## config.mk

```make
export PLATFORM = sky130hd
export DESIGN_NAME = fill_rect_command_stream
export DESIGN_NICKNAME = d
export VERILOG_FILES = /design/src/hdl/frcs_pkg.sv /design/src/hdl/fill_rect_command_stream.sv /design/src/hdl/frcs_fifo.sv /design/src/hdl/frcs_front.sv /design/src/hdl/frcs_back.sv
export SDC_FILE = /design/constraint.sdc
export NUM_CORES = 1
export LEC_CHECK = 0
export BUFFER_PORTS_ARGS = -buffer_cell sky130_fd_sc_hd__buf_2
export CORE_MARGIN = 4
export CORE_UTILIZATION = 55
export DETAILED_ROUTE_END_ITERATION = 8
export HOLD_SLACK_MARGIN = 0.06
export PLACE_DENSITY = 0.76
export SKIP_CTS_REPAIR_TIMING = 1
export SKIP_LAST_GASP = 1
export SYNTH_ARGS = -nofsm -noshare
export SYNTH_HDL_FRONTEND = slang
export SYNTH_SLANG_ARGS = --single-unit
export TNS_END_PERCENT = 30
```

## constraint.sdc

```tcl
create_clock -name clk -period 9.49 [get_ports clk]
set_input_delay 0.4745 -clock clk [delete_from_list [all_inputs] [get_ports clk]]
set_output_delay 0.4745 -clock clk [all_outputs]
set_load 0.01 [all_outputs]
```

## src/hdl/frcs_pkg.sv

```systemverilog
// Shared types and constants for the rectangle fill command stream.
// Holds the port payload structs, the job record that links the front and
// back parts, status codes, header positions and the colour widening helpers.
`timescale 1ns / 1ps
`default_nettype none
package frcs_pkg;

  // Item kinds on the input channel
  localparam logic CMD_START = 1'b0;
  localparam logic CMD_PULL  = 1'b1;

  // Result status codes
  localparam logic [1:0] ST_ACCEPT = 2'd0;
  localparam logic [1:0] ST_BYTE   = 2'd1;
  localparam logic [1:0] ST_REJECT = 2'd2;
  localparam logic [1:0] ST_IDLE   = 2'd3;

  // Configuration register indexes
  localparam logic [1:0] REG_ROTATION = 2'd0;
  localparam logic [1:0] REG_SWAP     = 2'd1;
  localparam logic [1:0] REG_PIX18    = 2'd2;

  // Display controller commands
  localparam logic [7:0] OP_CASET = 8'h2A;
  localparam logic [7:0] OP_RASET = 8'h2B;
  localparam logic [7:0] OP_RAMWR = 8'h2C;
  localparam logic [7:0] CH_MASK  = 8'hFC;

  // Positions in the eleven byte header; HDR_PIX means pixels are flowing
  localparam logic [3:0] HDR_CASET = 4'd0;
  localparam logic [3:0] HDR_RASET = 4'd5;
  localparam logic [3:0] HDR_RAMWR = 4'd10;
  localparam logic [3:0] HDR_PIX   = 4'd11;

  typedef struct packed {
    logic       cmd;
    logic [9:0] x;
    logic [9:0] y;
    logic [9:0] w;
    logic [9:0] h;
    logic [15:0] color;
    logic       link_error;
  } in_item_t;

  typedef struct packed {
    logic [1:0] status;
    logic [7:0] byte_out;
    logic       is_data;
    logic       last_byte;
  } out_item_t;

  // Classified request handed from the front part to the back part
  typedef struct packed {
    logic        is_pull;
    logic        start_ok;   // geometry and link fine; busy is checked later
    logic [9:0]  col_start;
    logic [9:0]  col_end;
    logic [9:0]  row_start;
    logic [9:0]  row_end;
    logic [9:0]  col_last;   // clipped width minus one
    logic [9:0]  row_last;   // clipped height minus one
    logic [23:0] pixel_bytes;
    logic        fmt18;
  } job_t;

  // Channel widening to eight bits, kept to the upper six bits.
  // c*255/31 is 8c plus a term of at most seven, so after the mask only bit
  // two of that term survives; it is set for channel values of 18 and above.
  function automatic logic [7:0] widen5(input logic [4:0] c);
    return {c, (c >= 5'd18), 2'b00};
  endfunction

  // c*255/63 is 4c plus a term of at most three, which the mask removes.
  function automatic logic [7:0] widen6(input logic [5:0] c);
    return {c, 2'b00};
  endfunction

endpackage
`default_nettype wire

```

## src/hdl/fill_rect_command_stream.sv

```systemverilog
// Top level of the rectangle fill command stream for a serial display.
// Depends on frcs_pkg, frcs_front, frcs_back and frcs_fifo.
//
//   channel   direction  handshake        payload
//   in_       request    in_push/in_full  frcs_pkg::in_item_t (start or pull)
//   out_      result     out_empty/out_pop frcs_pkg::out_item_t (one per request)
//   cfg_      write      cfg_we           cfg_index selects, cfg_data carries value
//
// Every request yields exactly one result, and one request is taken each clock
// cycle while neither side stalls. A request is held in the front register,
// then moves into a two-entry job queue; the back part retires one job a
// cycle, while the result queue has room, into a two-entry result queue.
// A result thus goes through the front register, the job queue and the result
// queue to the output ports. The rate is set by the single back part, which
// updates the fill counters once per job. Reset is synchronous and active low;
// it empties both queues, ends any fill and restores the registers to their
// defaults. A stall on the result side fills the result queue, then the job
// queue and the front register, and only then raises in_full.
`timescale 1ns / 1ps
`default_nettype none
module fill_rect_command_stream #(
  parameter int PANEL_WIDTH  = 320,
  parameter int PANEL_HEIGHT = 480
) (
  input  wire logic                clk,
  input  wire logic                rst_n,
  input  wire logic                in_push,
  input  wire frcs_pkg::in_item_t  in_item,
  output logic                     in_full,
  output logic                     out_empty,
  output frcs_pkg::out_item_t      out_item,
  input  wire logic                out_pop,
  input  wire logic                cfg_we,
  input  wire logic [1:0]          cfg_index,
  input  wire logic [1:0]          cfg_data
);
  import frcs_pkg::*;

  // Configuration registers. The pixel format and the window are captured
  // per request in the front part, so changes only affect later starts.
  logic [1:0] rotation_r;
  logic       swap_r;
  logic       pix18_r;

  always_ff @(posedge clk) begin
    if (!rst_n) begin
      rotation_r <= 2'd0;
      swap_r     <= 1'b1;
      pix18_r    <= 1'b0;
    end else if (cfg_we) begin
      case (cfg_index)
        REG_ROTATION: rotation_r <= cfg_data;
        REG_SWAP:     swap_r     <= cfg_data[0];
        REG_PIX18:    pix18_r    <= cfg_data[0];
        default:      ;
      endcase
    end
  end

  // Front part: classifies each request and clips the rectangle.
  logic  front_valid;
  job_t  front_job;
  logic  jq_full, jq_empty, jq_pop;
  job_t  jq_head;

  frcs_front #(
    .PANEL_WIDTH  (PANEL_WIDTH),
    .PANEL_HEIGHT (PANEL_HEIGHT)
  ) u_front (
    .clk            (clk),
    .rst_n          (rst_n),
    .in_push        (in_push),
    .in_item        (in_item),
    .in_full        (in_full),
    .rotation       (rotation_r),
    .swap_on_rotate (swap_r),
    .pixel_18bit    (pix18_r),
    .job_valid      (front_valid),
    .job            (front_job),
    .job_full       (jq_full)
  );

  // Job queue between the two parts, so each can stall on its own.
  frcs_fifo #(
    .WIDTH ($bits(job_t)),
    .DEPTH (2)
  ) u_job_q (
    .clk       (clk),
    .rst_n     (rst_n),
    .push      (front_valid),
    .push_data (front_job),
    .pop       (jq_pop),
    .head      (jq_head),
    .full      (jq_full),
    .empty     (jq_empty)
  );

  // Back part: owns the fill state and emits the byte stream.
  logic       rq_full, rq_push;
  out_item_t  back_res;

  frcs_back u_back (
    .clk       (clk),
    .rst_n     (rst_n),
    .job_avail (!jq_empty),
    .job       (jq_head),
    .job_take  (jq_pop),
    .res_full  (rq_full),
    .res_push  (rq_push),
    .res       (back_res)
  );

  // Result queue; its head is what the consumer sees.
  frcs_fifo #(
    .WIDTH ($bits(out_item_t)),
    .DEPTH (2)
  ) u_res_q (
    .clk       (clk),
    .rst_n     (rst_n),
    .push      (rq_push),
    .push_data (back_res),
    .pop       (out_pop),
    .head      (out_item),
    .full      (rq_full),
    .empty     (out_empty)
  );

endmodule
`default_nettype wire

```

## src/hdl/frcs_fifo.sv

```systemverilog
// Small first-in first-out queue built from flip-flops.
// Generic in width and depth; no package dependency.
`timescale 1ns / 1ps
`default_nettype none
module frcs_fifo #(
  parameter int WIDTH = 8,
  parameter int DEPTH = 2
) (
  input  wire logic             clk,
  input  wire logic             rst_n,
  input  wire logic             push,
  input  wire logic [WIDTH-1:0] push_data,
  input  wire logic             pop,
  output logic [WIDTH-1:0]      head,
  output logic                  full,
  output logic                  empty
);

  localparam int PW = (DEPTH > 1) ? $clog2(DEPTH) : 1;
  localparam int CW = $clog2(DEPTH + 1);

  logic [WIDTH-1:0] mem_r [DEPTH];
  logic [PW-1:0]    wr_r, wr_nxt, rd_r, rd_nxt;
  logic [CW-1:0]    cnt_r, cnt_nxt;
  logic             do_push, do_pop;

  assign full    = (cnt_r == CW'(DEPTH));
  assign empty   = (cnt_r == '0);
  assign do_push = push && !full;
  assign do_pop  = pop && !empty;
  assign head    = mem_r[rd_r];

  always_comb begin
    wr_nxt  = wr_r;
    rd_nxt  = rd_r;
    cnt_nxt = cnt_r;
    if (do_push) begin
      wr_nxt = (wr_r == PW'(DEPTH - 1)) ? '0 : wr_r + 1'b1;
    end
    if (do_pop) begin
      rd_nxt = (rd_r == PW'(DEPTH - 1)) ? '0 : rd_r + 1'b1;
    end
    if (do_push && !do_pop) begin
      cnt_nxt = cnt_r + 1'b1;
    end else if (do_pop && !do_push) begin
      cnt_nxt = cnt_r - 1'b1;
    end
  end

  always_ff @(posedge clk) begin
    if (!rst_n) begin
      wr_r  <= '0;
      rd_r  <= '0;
      cnt_r <= '0;
    end else begin
      wr_r  <= wr_nxt;
      rd_r  <= rd_nxt;
      cnt_r <= cnt_nxt;
    end
  end

  always_ff @(posedge clk) begin
    if (do_push) begin
      mem_r[wr_r] <= push_data;
    end
  end

  a_cnt_range: assert property (@(posedge clk) disable iff (!rst_n)
    cnt_r <= CW'(DEPTH))
    else $error("queue count beyond depth");

  a_pop_moves: assert property (@(posedge clk) disable iff (!rst_n)
    (do_pop && !do_push) |=> (cnt_r == $past(cnt_r) - 1'b1))
    else $error("queue count did not follow a pop");

endmodule
`default_nettype wire

```

## src/hdl/frcs_front.sv

```systemverilog
// Front part: accepts requests, clips the rectangle and prepares pixel bytes.
// Depends on frcs_pkg for the payload and job types and the widening helpers.
`timescale 1ns / 1ps
`default_nettype none
module frcs_front #(
  parameter int PANEL_WIDTH  = 320,
  parameter int PANEL_HEIGHT = 480
) (
  input  wire logic               clk,
  input  wire logic               rst_n,
  input  wire logic               in_push,
  input  wire frcs_pkg::in_item_t in_item,
  output logic                    in_full,
  input  wire logic [1:0]         rotation,
  input  wire logic               swap_on_rotate,
  input  wire logic               pixel_18bit,
  output logic                    job_valid,
  output frcs_pkg::job_t          job,
  input  wire logic               job_full
);
  import frcs_pkg::*;

  localparam logic [9:0] PW = 10'(PANEL_WIDTH);
  localparam logic [9:0] PH = 10'(PANEL_HEIGHT);

  logic        valid_r, valid_nxt;
  job_t        job_r, job_nxt;
  logic        take, swap;
  logic [9:0]  pw, ph;
  logic [10:0] sum_x, sum_y;

  assign in_full   = valid_r && job_full;
  assign take      = in_push && !in_full;
  assign job_valid = valid_r;
  assign job       = job_r;

  always_comb begin
    swap  = rotation[0] && swap_on_rotate;
    pw    = swap ? PH : PW;
    ph    = swap ? PW : PH;
    sum_x = {1'b0, in_item.x} + {1'b0, in_item.w};
    sum_y = {1'b0, in_item.y} + {1'b0, in_item.h};

    job_nxt.is_pull  = (in_item.cmd == CMD_PULL);
    job_nxt.start_ok = !in_item.link_error && (in_item.w != '0) && (in_item.h != '0)
                       && (in_item.x < pw) && (in_item.y < ph);
    job_nxt.col_start = in_item.x;
    job_nxt.row_start = in_item.y;
    job_nxt.col_end   = (sum_x > {1'b0, pw}) ? pw - 1'b1 : sum_x[9:0] - 1'b1;
    job_nxt.row_end   = (sum_y > {1'b0, ph}) ? ph - 1'b1 : sum_y[9:0] - 1'b1;
    job_nxt.col_last  = job_nxt.col_end - in_item.x;
    job_nxt.row_last  = job_nxt.row_end - in_item.y;
    job_nxt.fmt18     = pixel_18bit;
    if (pixel_18bit) begin
      job_nxt.pixel_bytes = {widen5(in_item.color[15:11]), widen6(in_item.color[10:5]),
                             widen5(in_item.color[4:0])};
    end else begin
      job_nxt.pixel_bytes = {in_item.color, 8'h00};
    end

    valid_nxt = valid_r;
    if (take) begin
      valid_nxt = 1'b1;
    end else if (!job_full) begin
      valid_nxt = 1'b0;
    end
  end

  always_ff @(posedge clk) begin
    if (!rst_n) begin
      valid_r <= 1'b0;
    end else begin
      valid_r <= valid_nxt;
    end
  end

  always_ff @(posedge clk) begin
    if (take) begin
      job_r <= job_nxt;
    end
  end

endmodule
`default_nettype wire

```

## src/hdl/frcs_back.sv

```systemverilog
// Back part: holds the fill state and turns each queued job into one result.
// Depends on frcs_pkg for the job and result types and the header positions.
`timescale 1ns / 1ps
`default_nettype none
module frcs_back (
  input  wire logic            clk,
  input  wire logic            rst_n,
  input  wire logic            job_avail,
  input  wire frcs_pkg::job_t  job,
  output logic                 job_take,
  input  wire logic            res_full,
  output logic                 res_push,
  output frcs_pkg::out_item_t  res
);
  import frcs_pkg::*;

  logic        busy_r, busy_nxt;
  logic [3:0]  hdr_r, hdr_nxt;
  logic [9:0]  col_start_r, col_end_r, row_start_r, row_end_r;
  logic [9:0]  col_last_r, row_last_r;
  logic [9:0]  col_cnt_r, col_cnt_nxt, row_cnt_r, row_cnt_nxt;
  logic [1:0]  pix_idx_r, pix_idx_nxt;
  logic [23:0] pix_r;
  logic        fmt18_r;
  logic        load, step, end_pix, fin;

  assign step     = job_avail && !res_full;
  assign job_take = step;
  assign res_push = step;

  always_comb begin
    busy_nxt    = busy_r;
    hdr_nxt     = hdr_r;
    col_cnt_nxt = col_cnt_r;
    row_cnt_nxt = row_cnt_r;
    pix_idx_nxt = pix_idx_r;
    load        = 1'b0;
    fin         = 1'b0;
    end_pix     = fmt18_r ? (pix_idx_r == 2'd2) : (pix_idx_r != 2'd0);
    res         = '{status: ST_IDLE, byte_out: 8'h00, is_data: 1'b0, last_byte: 1'b0};

    if (step) begin
      if (!job.is_pull) begin
        if (busy_r || !job.start_ok) begin
          res.status = ST_REJECT;
        end else begin
          res.status  = ST_ACCEPT;
          load        = 1'b1;
          busy_nxt    = 1'b1;
          hdr_nxt     = HDR_CASET;
          col_cnt_nxt = '0;
          row_cnt_nxt = '0;
          pix_idx_nxt = '0;
        end
      end else if (!busy_r) begin
        res.status = ST_IDLE;
      end else if (hdr_r != HDR_PIX) begin
        res.status  = ST_BYTE;
        res.is_data = 1'b1;
        hdr_nxt     = hdr_r + 1'b1;
        case (hdr_r)
          HDR_CASET:        begin res.byte_out = OP_CASET; res.is_data = 1'b0; end
          HDR_CASET + 4'd1: res.byte_out = {6'd0, col_start_r[9:8]};
          HDR_CASET + 4'd2: res.byte_out = col_start_r[7:0];
          HDR_CASET + 4'd3: res.byte_out = {6'd0, col_end_r[9:8]};
          HDR_CASET + 4'd4: res.byte_out = col_end_r[7:0];
          HDR_RASET:        begin res.byte_out = OP_RASET; res.is_data = 1'b0; end
          HDR_RASET + 4'd1: res.byte_out = {6'd0, row_start_r[9:8]};
          HDR_RASET + 4'd2: res.byte_out = row_start_r[7:0];
          HDR_RASET + 4'd3: res.byte_out = {6'd0, row_end_r[9:8]};
          HDR_RASET + 4'd4: res.byte_out = row_end_r[7:0];
          default:          begin res.byte_out = OP_RAMWR; res.is_data = 1'b0; end
        endcase
      end else begin
        res.status  = ST_BYTE;
        res.is_data = 1'b1;
        case (pix_idx_r)
          2'd0:    res.byte_out = pix_r[23:16];
          2'd1:    res.byte_out = pix_r[15:8];
          default: res.byte_out = pix_r[7:0];
        endcase
        if (end_pix) begin
          pix_idx_nxt = '0;
          if (col_cnt_r == col_last_r && row_cnt_r == row_last_r) begin
            fin           = 1'b1;
            res.last_byte = 1'b1;
            busy_nxt      = 1'b0;
            hdr_nxt       = HDR_CASET;
            col_cnt_nxt   = '0;
            row_cnt_nxt   = '0;
          end else if (col_cnt_r == col_last_r) begin
            col_cnt_nxt = '0;
            row_cnt_nxt = row_cnt_r + 1'b1;
          end else begin
            col_cnt_nxt = col_cnt_r + 1'b1;
          end
        end else begin
          pix_idx_nxt = pix_idx_r + 1'b1;
        end
      end
    end
  end

  always_ff @(posedge clk) begin
    if (!rst_n) begin
      busy_r    <= 1'b0;
      hdr_r     <= HDR_CASET;
      col_cnt_r <= '0;
      row_cnt_r <= '0;
      pix_idx_r <= '0;
      fmt18_r   <= 1'b0;
    end else begin
      busy_r    <= busy_nxt;
      hdr_r     <= hdr_nxt;
      col_cnt_r <= col_cnt_nxt;
      row_cnt_r <= row_cnt_nxt;
      pix_idx_r <= pix_idx_nxt;
      if (load) begin
        fmt18_r <= job.fmt18;
      end
    end
  end

  always_ff @(posedge clk) begin
    if (load) begin
      col_start_r <= job.col_start;
      col_end_r   <= job.col_end;
      row_start_r <= job.row_start;
      row_end_r   <= job.row_end;
      col_last_r  <= job.col_last;
      row_last_r  <= job.row_last;
      pix_r       <= job.pixel_bytes;
    end
  end

  a_hdr_range: assert property (@(posedge clk) disable iff (!rst_n)
    hdr_r <= HDR_PIX)
    else $error("header position out of range");

  a_fin_idle: assert property (@(posedge clk) disable iff (!rst_n)
    fin |=> (!busy_r && hdr_r == HDR_CASET))
    else $error("fill did not end after its last byte");

  a_start_arms: assert property (@(posedge clk) disable iff (!rst_n)
    load |=> (busy_r && hdr_r == HDR_CASET && pix_idx_r == 2'd0))
    else $error("accepted start did not arm the header");

  a_pix_idx: assert property (@(posedge clk) disable iff (!rst_n)
    (busy_r && !fmt18_r) |-> (pix_idx_r != 2'd2))
    else $error("third pixel byte in 16-bit mode");

endmodule
`default_nettype wire
```

==> run_results.csv, run 1 <==
group,metric,value,unit
run_status,status,"completed",
yosys,synth_largest_area_cell,"edfxtp_1",
placed_design,placed_area,0.0183,mm²
floorplanning,dieArea,0.0346,mm²
setup_path,cpMostUsedCell,"ha_1",
final_layout,final_cell_mix,"edfxtp_1 (361), mux2_2 (101), buf_2 (79), nor2_1 (65), ha_1 (58)",
setup_path,reg2reg_to,"u_front.job[44]",
floorplanning,rows,64,
setup_path,reg2reg_slack,4850,ps
route,routed-via-count,9586,
timing,whs,135,ps
setup_path,cp-end-kind,"flop",
timing,fin_worst_skew,20.0,ps
clock_network,numCtsBuffers,40,
setup_path,cp_data_required_time,9880,ps
yosys,ys_seq_area_frac,0.670,
route,drc,0,
final_layout,multi_input_area,0.00548,mm²
global_route,antenna_found_initial,1,
setup_path,endpoint,"u_front.job[44]",
route,routed_via_density,5.68,
final_layout,synthToLayoutAreaGrowth,11.7,%
route,drt-initial-drc-count,691,
yosys,async_flop_share,0,
placed_design,hpwl,21500,µm
yosys,synth_top_area_frac,0.622,
global_route,overflow,0,
setup_path,crit_chain,"nand2_1 -> inv_1 -> ha_1 -> a311oi_1 -> nand3_1 -> a2111oi_4 -> nor2_1 -> a2bb2oi_1 -> ha_1 -> or4_1 -> o21a_1 -> a31o_2 -> or4b_1 -> nand4_1",
timing,rsz0062_at_grt,"false",
floorplanning,die_w,186,µm
route,wl_per_cell,18.9,µm
final_layout,n_antenna_cell,0,
final_layout,fin_nets,1394,
clock_network,cts.sinks,403,
final_layout,stdcell_count,1687,
timing,setup_viol,0,
setup_path,critPathMaxFanout,11,
final_layout,drive_gt1_frac,0.209,
yosys,syn_area_per_cell,14.9,µm²
setup_path,worst-setup-path-type,"reg -> reg",
yosys,synth.ff_latch_count,403,
run,drv_cap,0,
setup_path,crit_arrival,5030,ps
clock_network,clk_latency,530,ps
yosys,syn-instance-count,1167,
timing,fmax,0.216,GHz
placed_design,port_buffers,79,
route,finalWirelength,32000,µm
pwr,power_leakage,6.86,nW
setup_path,crit_path_max_incr_delay,550,ps
min_path,hp-class,"in -> reg",
floorplanning,initial_core_util,0.564,
global_route,grt_pass1_wl,50100,µm
setup_path,reg2reg_from,"swap_r",
setup_path,slowest_stage,"nand2_1",
clock_network,cts_tree,"done",
yosys,ys.flop_type,"edfxtp_1",
yosys,synth_edf_count,361,
setup_path,startpoint,"swap_r",
timing,timing.slew.headroom,0.224,
clock_network,cts.root.buffer_cell,"clkbuf_16",
timing,fin_setup_tns,0,ps
global_route,first_global_vias,9571,
route,first_pass_iters,6,
timing,finalMaxSlewViolations,0,
final_layout,final_common_cell,"edfxtp_1",
yosys,synth_area,0.0174,mm²
timing,tightest_slew,1160,ps
final_layout,fill_cells,2236,
yosys,ys_top_cells_by_area,"edfxtp_1 (62%), mux2_2 (6.5%), dfxtp_1 (4.8%)",
timing,fin_crit,4640,ps
timing,min_period_over_period,0.489,
yosys,syn_nets,1296,
clock_network,clk_pin_slew,60,ps
placed_design,routabilityCongestion,0.816,
final_layout,seqCellArea,0.0117,mm²
pwr,ir_drop,0.138,mV
setup_path,rr_worst_depth,14,
setup_path,cp-start-kind,"flop",
global_route,track_usage,0.185,
yosys,ys_warn_count,0,
floorplanning,coreArea,0.0309,mm²
timing,hold_viol,0,
floorplanning,ioPinCount,81,
clock_network,htree_num_levels,2,
clock_network,max-clock-path-buffers,3,
pwr,power_density,236,mW/mm²
floorplanning,die_height,186,µm
placed_design,dpl.cell_count,1619,
route,ant_nets,0,
global_route,grt_max_degree,59,
final_layout,fin_area,0.0195,mm²
yosys,ys_types,79,
-- stage by stage --
stage,setup slack [ps],power (mW),util
finish,4850,4.59,0.630
global route,4610,4.81,0.630
CTS,4870,4.64,0.630
detailed placement,4420,3.21,0.592
global placement,4520,3.18,0.592
floorplan,2220,2.98,-
-- power by group --
group / switching [mW] / internal (mW)
logic: 0.473 / 0.358
registers: 0.110 / 2.23
clock network: 0.619 / 0.806
-- worst min-delay path by stage --
stage                               start                    to  slack (ps)  cells past startpoint
after CTS                     in_item[15]       u_front.job[23]         110                      1
after global routing          in_item[13]       u_front.job[21]         120                      1
final                         in_item[15]       u_front.job[23]         130                      1
after detailed placement  u_front.job[70]  u_job_q.mem_r[1][70]         430                      0
after floorplan                   pix18_r        u_front.job[0]         410                      0
after global placement    u_front.job[83]  u_job_q.mem_r[0][83]         420                      0
-- flip-flops by register name (all words and copies together), names as in the netlist, 2 cells and up, named ones only --
name                count
u_job_q.cnt_r           2
u_back.col_last_r      10
u_back.col_start_r     10
u_back.row_end_r       10
u_job_q.mem_r         170
u_back.hdr_r            4
u_back.row_cnt_r       10
u_back.pix_r           22
u_back.pix_idx_r        2
u_front.job            85
u_back.col_cnt_r       10
u_res_q.cnt_r           2
u_res_q.mem_r          24
u_back.col_end_r       10
u_back.row_last_r      10
u_back.row_start_r     10
-- cell usage after synthesis, drive strengths merged, types with 26 or more instances --
cell	number
edfxtp	361
mux2	101
nor2	67
ha	58
nand2	52
inv	47
dfxtp	42
xor2	42
xnor2	40
o21ai	29
a21oi	28
clkbuf	26
-- routing by layer --
| layer | share of wire | wire [µm] | track usage | vias up |
|---|---|---|---|---|
| li1 | - | - | - | 4594 |
| met5 | 0.00041 | 13 | 0 | - |
| met4 | 0.026 | 837 | 0.0577 | 2 |
| met1 | 0.44 | 14200 | 0.259 | 4658 |
| met2 | 0.48 | 15300 | 0.305 | 275 |
| met3 | 0.052 | 1650 | 0.0268 | 57 |
-- final cells by class --
| cell class | instances | share of cell area |
|---|---|---|
| flip-flops and latches | 403 | 0.600 |
| multi-input cells | 686 | 0.282 |
| clock buffers | 50 | 0.0533 |
| well taps | 396 | 0.0254 |
| repair buffers | 87 | 0.0234 |
| inverters | 47 | 0.00906 |
| clock inverters | 18 | 0.00732 |
-- critical path: cells and delay by family, from the launching register on --
kind,cells,cell delay [ps]
buffers and inverters,1,370
DFF,1,310
adders and majority gates,2,550
AOI/OAI and AO/OA,5,1310
and+or+nand+nor,6,1940
-- logic make-up after synthesis --
logic type               Yosys count  share of synthesized area
AND/OR/NAND/NOR                  272                     0.0848
XOR/XNOR                          83                     0.0438
buffers and inverters             78                     0.0170
multiplexers                     114                     0.0731
adder cells (fa/ha/maj)           62                     0.0462
flip-flops                       403                      0.670
AO/OA/AOI/OAI                    155                     0.0651
Power figures use the tool's default switching activity.
==> run 2: changes to the inputs <==
==> constraint.sdc (replaced) <==
create_clock -name clk -period 4.3 [get_ports clk]
set_input_delay 0.215 -clock clk [delete_from_list [all_inputs] [get_ports clk]]
set_output_delay 0.215 -clock clk [all_outputs]
set_load 0.01 [all_outputs]
==> run 2 against run 1 <==
  * Global-route usage is 0.49 points higher
  * Utilization increased by 2.9 points
  * Worst hold slack got worse by 62 ps
  * Sequential power is 120% higher
  * Setup slack lost 4500 ps
  * First-iteration DRC count rose by 5.1%
  * Clock skew increased by 0.75 ps
  * Critical path depth stayed put
  * Die area unchanged
  * Largest power group unchanged
==> run_results.csv, run 2 (synthesis gave the netlist of run 1 again) <==
group,metric,value,unit
timing,fmax,0.252,GHz
setup_path,crit_arrival,4340,ps
route,routed_via_density,5.60,
timing,fin_worst_skew,20.7,ps
setup_path,slowest_stage,"or4_1",
final_layout,fill_cells,2172,
floorplanning,coreArea,0.0309,mm²
floorplanning,initial_core_util,0.564,
clock_network,cts.sinks,403,
timing,setup_viol,0,
setup_path,reg2reg_to,"u_front.job[44]",
clock_network,htree_num_levels,2,
clock_network,clk_pin_slew,60,ps
route,wl_per_cell,18.7,µm
floorplanning,die_w,186,µm
route,first_pass_iters,5,
global_route,grt_pass1_wl,51800,µm
timing,min_period_over_period,0.924,
pwr,power_leakage,7.33,nW
floorplanning,ioPinCount,81,
setup_path,cp-end-kind,"flop",
clock_network,clk_latency,520,ps
placed_design,port_buffers,79,
clock_network,numCtsBuffers,41,
route,drt-initial-drc-count,726,
route,finalWirelength,33500,µm
final_layout,drive_gt1_frac,0.238,
timing,fin_crit,3970,ps
final_layout,final_common_cell,"edfxtp_1",
global_route,first_global_vias,9693,
setup_path,cp_data_required_time,4670,ps
route,routed-via-count,10000,
setup_path,reg2reg_slack,330,ps
final_layout,n_antenna_cell,0,
pwr,ir_drop,0.376,mV
route,ant_nets,0,
final_layout,largest_register_ffs,170,
final_layout,synthToLayoutAreaGrowth,16.9,%
run_status,status,"completed",
placed_design,routabilityCongestion,0.845,
setup_path,crit_chain,"nand2_1 -> buf_4 -> a2111oi_0 -> a311oi_1 -> nand3_1 -> a2111oi_4 -> nor2_1 -> a2bb2oi_1 -> ha_1 -> or4_1 -> o21a_1 -> a31o_2 -> or4b_1 -> nand4_1",
setup_path,critPathMaxFanout,10,
setup_path,crit_path_max_incr_delay,510,ps
setup_path,reg2reg_from,"swap_r",
setup_path,rr_worst_depth,14,
placed_design,dp_slack,-190,ps
timing,finalMaxSlewViolations,0,
floorplanning,die_height,186,µm
route,drc,0,
timing,tightest_slew,1110,ps
global_route,track_usage,0.190,
placed_design,hpwl,22300,µm
final_layout,final_cell_mix,"edfxtp_1 (361), mux2_2 (101), buf_2 (79), nor2_1 (65), buf_4 (61)",
global_route,overflow,0,
pwr,power,10.4,mW
setup_path,startpoint,"swap_r",
timing,hold_viol,0,
final_layout,fin_nets,1490,
clock_network,max-clock-path-buffers,3,
timing,fin_setup_tns,0,ps
run,drv_cap,0,
floorplanning,rows,64,
timing,fin_ws,328,ps
setup_path,cp-start-kind,"flop",
global_route,grt_max_degree,61,
clock_network,cts.root.buffer_cell,"clkbuf_16",
timing,rsz0062_at_grt,"false",
pwr,power_density,512,mW/mm²
setup_path,endpoint,"u_front.job[44]",
final_layout,largest_register,"u_job_q.mem_r",
min_path,hp-class,"in -> reg",
global_route,antenna_found_initial,0,
timing,timing.slew.headroom,0.258,
clock_network,cts_tree,"done",
floorplanning,dieArea,0.0346,mm²
setup_path,worst-setup-path-type,"reg -> reg",
## run 2: report_power, final
part           internal [mW]  switching [mW]
Combinational          0.895            1.08
Sequential              4.92           0.238
Clock                   1.91            1.40
## run 2: routing by layer
layer  GRT usage  wire length, µm  vias up
li1            -                -     4801
met1       0.268            14900     4910
met2       0.313            16500      255
met3      0.0281             1450       50
met4      0.0533              709        0
met5           0                0        -
## run 2: worst min path at each step
stage,startpoint,to,depth (start not counted)
detailed placement,in_item[57],u_front.job[86],1
floorplan,in_item[12],u_front.job[20],0
global route,in_item[53],u_front.job[81],2
CTS,in_item[16],u_front.job[24],1
global placement,in_item[15],u_front.job[23],1
finish,cfg_index[0],swap_r,4
## run 2: stage by stage
stage                     instance area (µm²)  cells  hold WS (ps)   util
after floorplan                         17400   1167           314      -
after global placement                  18700   1673           404  0.606
after detailed placement                18700   1673           397  0.606
after CTS                               20000   1748          -134  0.646
after global routing                    20400   1789          67.1  0.659
final                                   20400   1789          73.1  0.659
## run 2: cell type report
class,instances,area (µm²),area share
flip-flops and latches,403,11700,0.573
well taps,396,495,0.0243
inverters,47,176,0.00865
clock inverters,22,174,0.00853
repair buffers,182,1280,0.0630
clock buffers,53,1080,0.0530
multi-input cells,686,5490,0.269
## run 2: worst max-delay path, delay by kind of cell, from the launching register on
kind                     cells  cell delay [ps]
AND/OR/NAND/NOR              6             1600
AO/OA/AOI/OAI                6             1420
flip-flops                   1              310
buffers and inverters        1              280
adder cells (fa/ha/maj)      1              200
==> run 3: changes to the inputs <==
--- a/config.mk
+++ b/config.mk
@@ -5,12 +5,14 @@
 export SDC_FILE = /design/constraint.sdc
 export NUM_CORES = 1
 export LEC_CHECK = 0
+export ABC_AREA = 1
 export BUFFER_PORTS_ARGS = -buffer_cell sky130_fd_sc_hd__buf_2
 export CORE_MARGIN = 4
 export CORE_UTILIZATION = 55
+export CTS_BUF_LIST = sky130_fd_sc_hd__clkbuf_16
 export DETAILED_ROUTE_END_ITERATION = 8
 export HOLD_SLACK_MARGIN = 0.06
-export PLACE_DENSITY = 0.76
+export PLACE_DENSITY = 0.75
 export SKIP_CTS_REPAIR_TIMING = 1
 export SKIP_LAST_GASP = 1
 export SYNTH_ARGS = -nofsm -noshare
==> run 3 against run 2 <==
  * Synthesized area rose by 2.0%
  * Sequential cell count unchanged
  * Wire length grew 11%
  * Cell count rose by 23%
  * Power grew 9.0%
  * Setup slack improved by 110 ps
  * Via count up 18%
  * Combinational power is 22% higher
  * Synthesized cell count rose by 38%
  * Cell area is 0.95% higher
  * Critical path depth up 12
  * Critical path type is now in -> reg
  * Critical endpoint is now u_front.job[43]
  * Largest cell class unchanged
==> run_results.csv, run 3 <==
group,metric,value,unit
run_status,status,"completed",
final_layout,fin_util,0.649,
timing,setup_viol,0,
final_layout,multi_input_area,0.00533,mm²
yosys,synthTopCellsByCount,"nand2_1 (469), edfxtp_1 (361), inv_1 (178)",
placed_design,routabilityCongestion,0.885,
timing,hold_viol,0,
yosys,syn_area_per_cell,11.1,µm²
floorplanning,coreArea,0.0317,mm²
final_layout,synthToLayoutAreaGrowth,15.7,%
floorplanning,initial_core_util,0.561,
global_route,antenna_found_initial,0,
route,wl_met3,2350,µm
route,ant_nets,0,
clock_network,clk_latency,530,ps
timing,fmax,0.259,GHz
final_layout,final_common_cell,"nand2_1",
yosys,ys_top_cells_by_area,"edfxtp_1 (61%), nand2_1 (9.9%), dfxtp_1 (4.7%)",
yosys,async_flop_share,0,
final_layout,drive_gt1_frac,0.114,
route,routed-via-count,11800,
setup_path,crit_arrival,4130,ps
setup_path,reg2reg_slack,570,ps
route,top_layer,"met4",
route,met2WireLength,17600,µm
run,drv_cap,0,
global_route,grt_pass1_wl,58700,µm
floorplanning,die_w,188,µm
yosys,muxShareOfSynthArea,0.00760,
yosys,synth_largest_area_cell,"edfxtp_1",
timing,fin_crit,3860,ps
clock_network,numCtsBuffers,41,
setup_path,crit_path_max_incr_delay,540,ps
final_layout,seqCellArea,0.0117,mm²
global_route,overflow,0,
final_layout,fin_area,0.0206,mm²
yosys,synth_top_family_by_area,"simple AND/OR/NAND/NOR gates",
pwr,power_density,553,mW/mm²
yosys,synthSimpleGateAreaFrac,0.167,
timing,timing.slew.headroom,0.322,
yosys,ys_types,54,
global_route,first_global_vias,11700,
clock_network,cts_tree,"done",
yosys,synth.ff_latch_count,403,
yosys,synth-xor-area-share,0.0226,
yosys,synth_area,0.0178,mm²
clock_network,cts.root.buffer_cell,"clkbuf_16",
setup_path,cp-end-kind,"flop",
clock_network,htree_num_levels,2,
setup_path,slowest_stage,"dlygate4sd3_1",
yosys,syn-instance-count,1609,
route,drt-initial-drc-count,896,
yosys,ys_seq_area_frac,0.657,
setup_path,cpMostUsedCell,"nand2_1",
yosys,synth_top_area_frac,0.609,
floorplanning,rows,65,
setup_path,worst-setup-path-type,"in -> reg",
clock_network,max-clock-path-buffers,3,
pwr,power_leakage,8.41,nW
final_layout,largest_register,"u_job_q.mem_r",
yosys,synthAdderAreaFrac,0.0453,
global_route,track_usage,0.207,
final_layout,fin_nets,1898,
clock_network,clk_pin_slew,60,ps
timing,rsz0062_at_grt,"false",
yosys,yosysMostFrequentCell,"nand2_1",
yosys,ys.flop_type,"edfxtp_1",
final_layout,final_cell_mix,"nand2_1 (469), edfxtp_1 (361), inv_1 (186), nor2_1 (100), buf_2 (79)",
min_path,hp-class,"in -> reg",
placed_design,port_buffers,79,
pwr,power,11.4,mW
setup_path,critPathMaxFanout,6,
yosys,ys_warn_count,0,
setup_path,cp_data_required_time,4570,ps
final_layout,n_antenna_cell,0,
timing,finalMaxSlewViolations,0,
final_layout,largest_register_ffs,170,
route,routed_via_density,5.37,
yosys,synth_edf_count,361,
placed_design,hpwl,24800,µm
route,wl_per_cell,16.8,µm
placed_design,placed_area,0.0188,mm²
route,wirelength_met1,15600,µm
route,first_pass_iters,7,
floorplanning,ioPinCount,81,
floorplanning,die_height,188,µm
timing,min_period_over_period,0.898,
timing,fin_worst_skew,14.0,ps
clock_network,cts.sinks,403,
global_route,grt_max_degree,84,
pwr,ir_drop,0.344,mV
yosys,syn_nets,1738,
timing,tightest_slew,1010,ps
route,drc,0,
floorplanning,dieArea,0.0353,mm²
yosys,synth-compound-area-share,0.0554,
setup_path,cp-start-kind,"input port",
final_layout,fill_cells,2343,
route,finalWirelength,37100,µm
## run 3: area by class of cell
| class | instances | area share |
|---|---|---|
| well taps | 402 | 0.0244 |
| inverters | 185 | 0.0339 |
| clock inverters | 33 | 0.0145 |
| repair buffers | 144 | 0.0480 |
| flip-flops and latches | 403 | 0.568 |
| clock buffers | 43 | 0.0523 |
| multi-input cells | 994 | 0.259 |
## run 3: routing by layer
metal	vias up	GRT usage
li1	5825	-
met1	5521	0.277
met2	401	0.346
met3	87	0.0268
met4	0	0.0841
met5	-	0
## run 3: cell families after synthesis
kind of cell,Yosys count
AND/OR/NAND/NOR,713
flip-flops,403
buffers and inverters,212
AO/OA/AOI/OAI,161
adder cells (fa/ha/maj),62
XOR/XNOR,46
multiplexers,12
## run 3: path summary, 6_finish.rpt
kind                                       from                   end  cells after the start
worst max register to register    rotation_r[0]       u_front.job[43]                     24
worst min-delay path               cfg_index[0]                swap_r                      3
worst max-delay path                in_item[53]       u_front.job[43]                     26
worst min register to register  u_front.job[59]  u_job_q.mem_r[0][59]                      0
## run 3: stage by stage
| stage | instances | hold slack (ps) | worst slack, ps | TNS [ps] |
|---|---|---|---|---|
| 6_report | 2204 | 31.9 | 439 | 0 |
| 3_3_place_gp | 2086 | 404 | 66.5 | 0 |
| 3_5_place_dp | 2086 | 406 | -24.0 | -24.0 |
| 2_1_floorplan | 1609 | 314 | -437 | -37180 |
| 4_1_cts | 2162 | -144 | 529 | 0 |
| 5_1_grt | 2204 | 75.4 | 0.0164 | 0 |
## run 3: critical path, delay by kind of cell
kind,cells,cell delay (ps)
AND/OR/NAND/NOR,13,1200
AO/OA/AOI/OAI,5,650
buffers and inverters,4,900
adder cells (fa/ha/maj),3,1020
XOR/XNOR,1,140
## run 3: power by group
part / leakage, nW / internal, mW / switching (mW)
Clock: 0.713 / 2.17 / 1.41
Combinational: 4.02 / 0.755 / 1.67
Sequential: 3.67 / 5.13 / 0.249
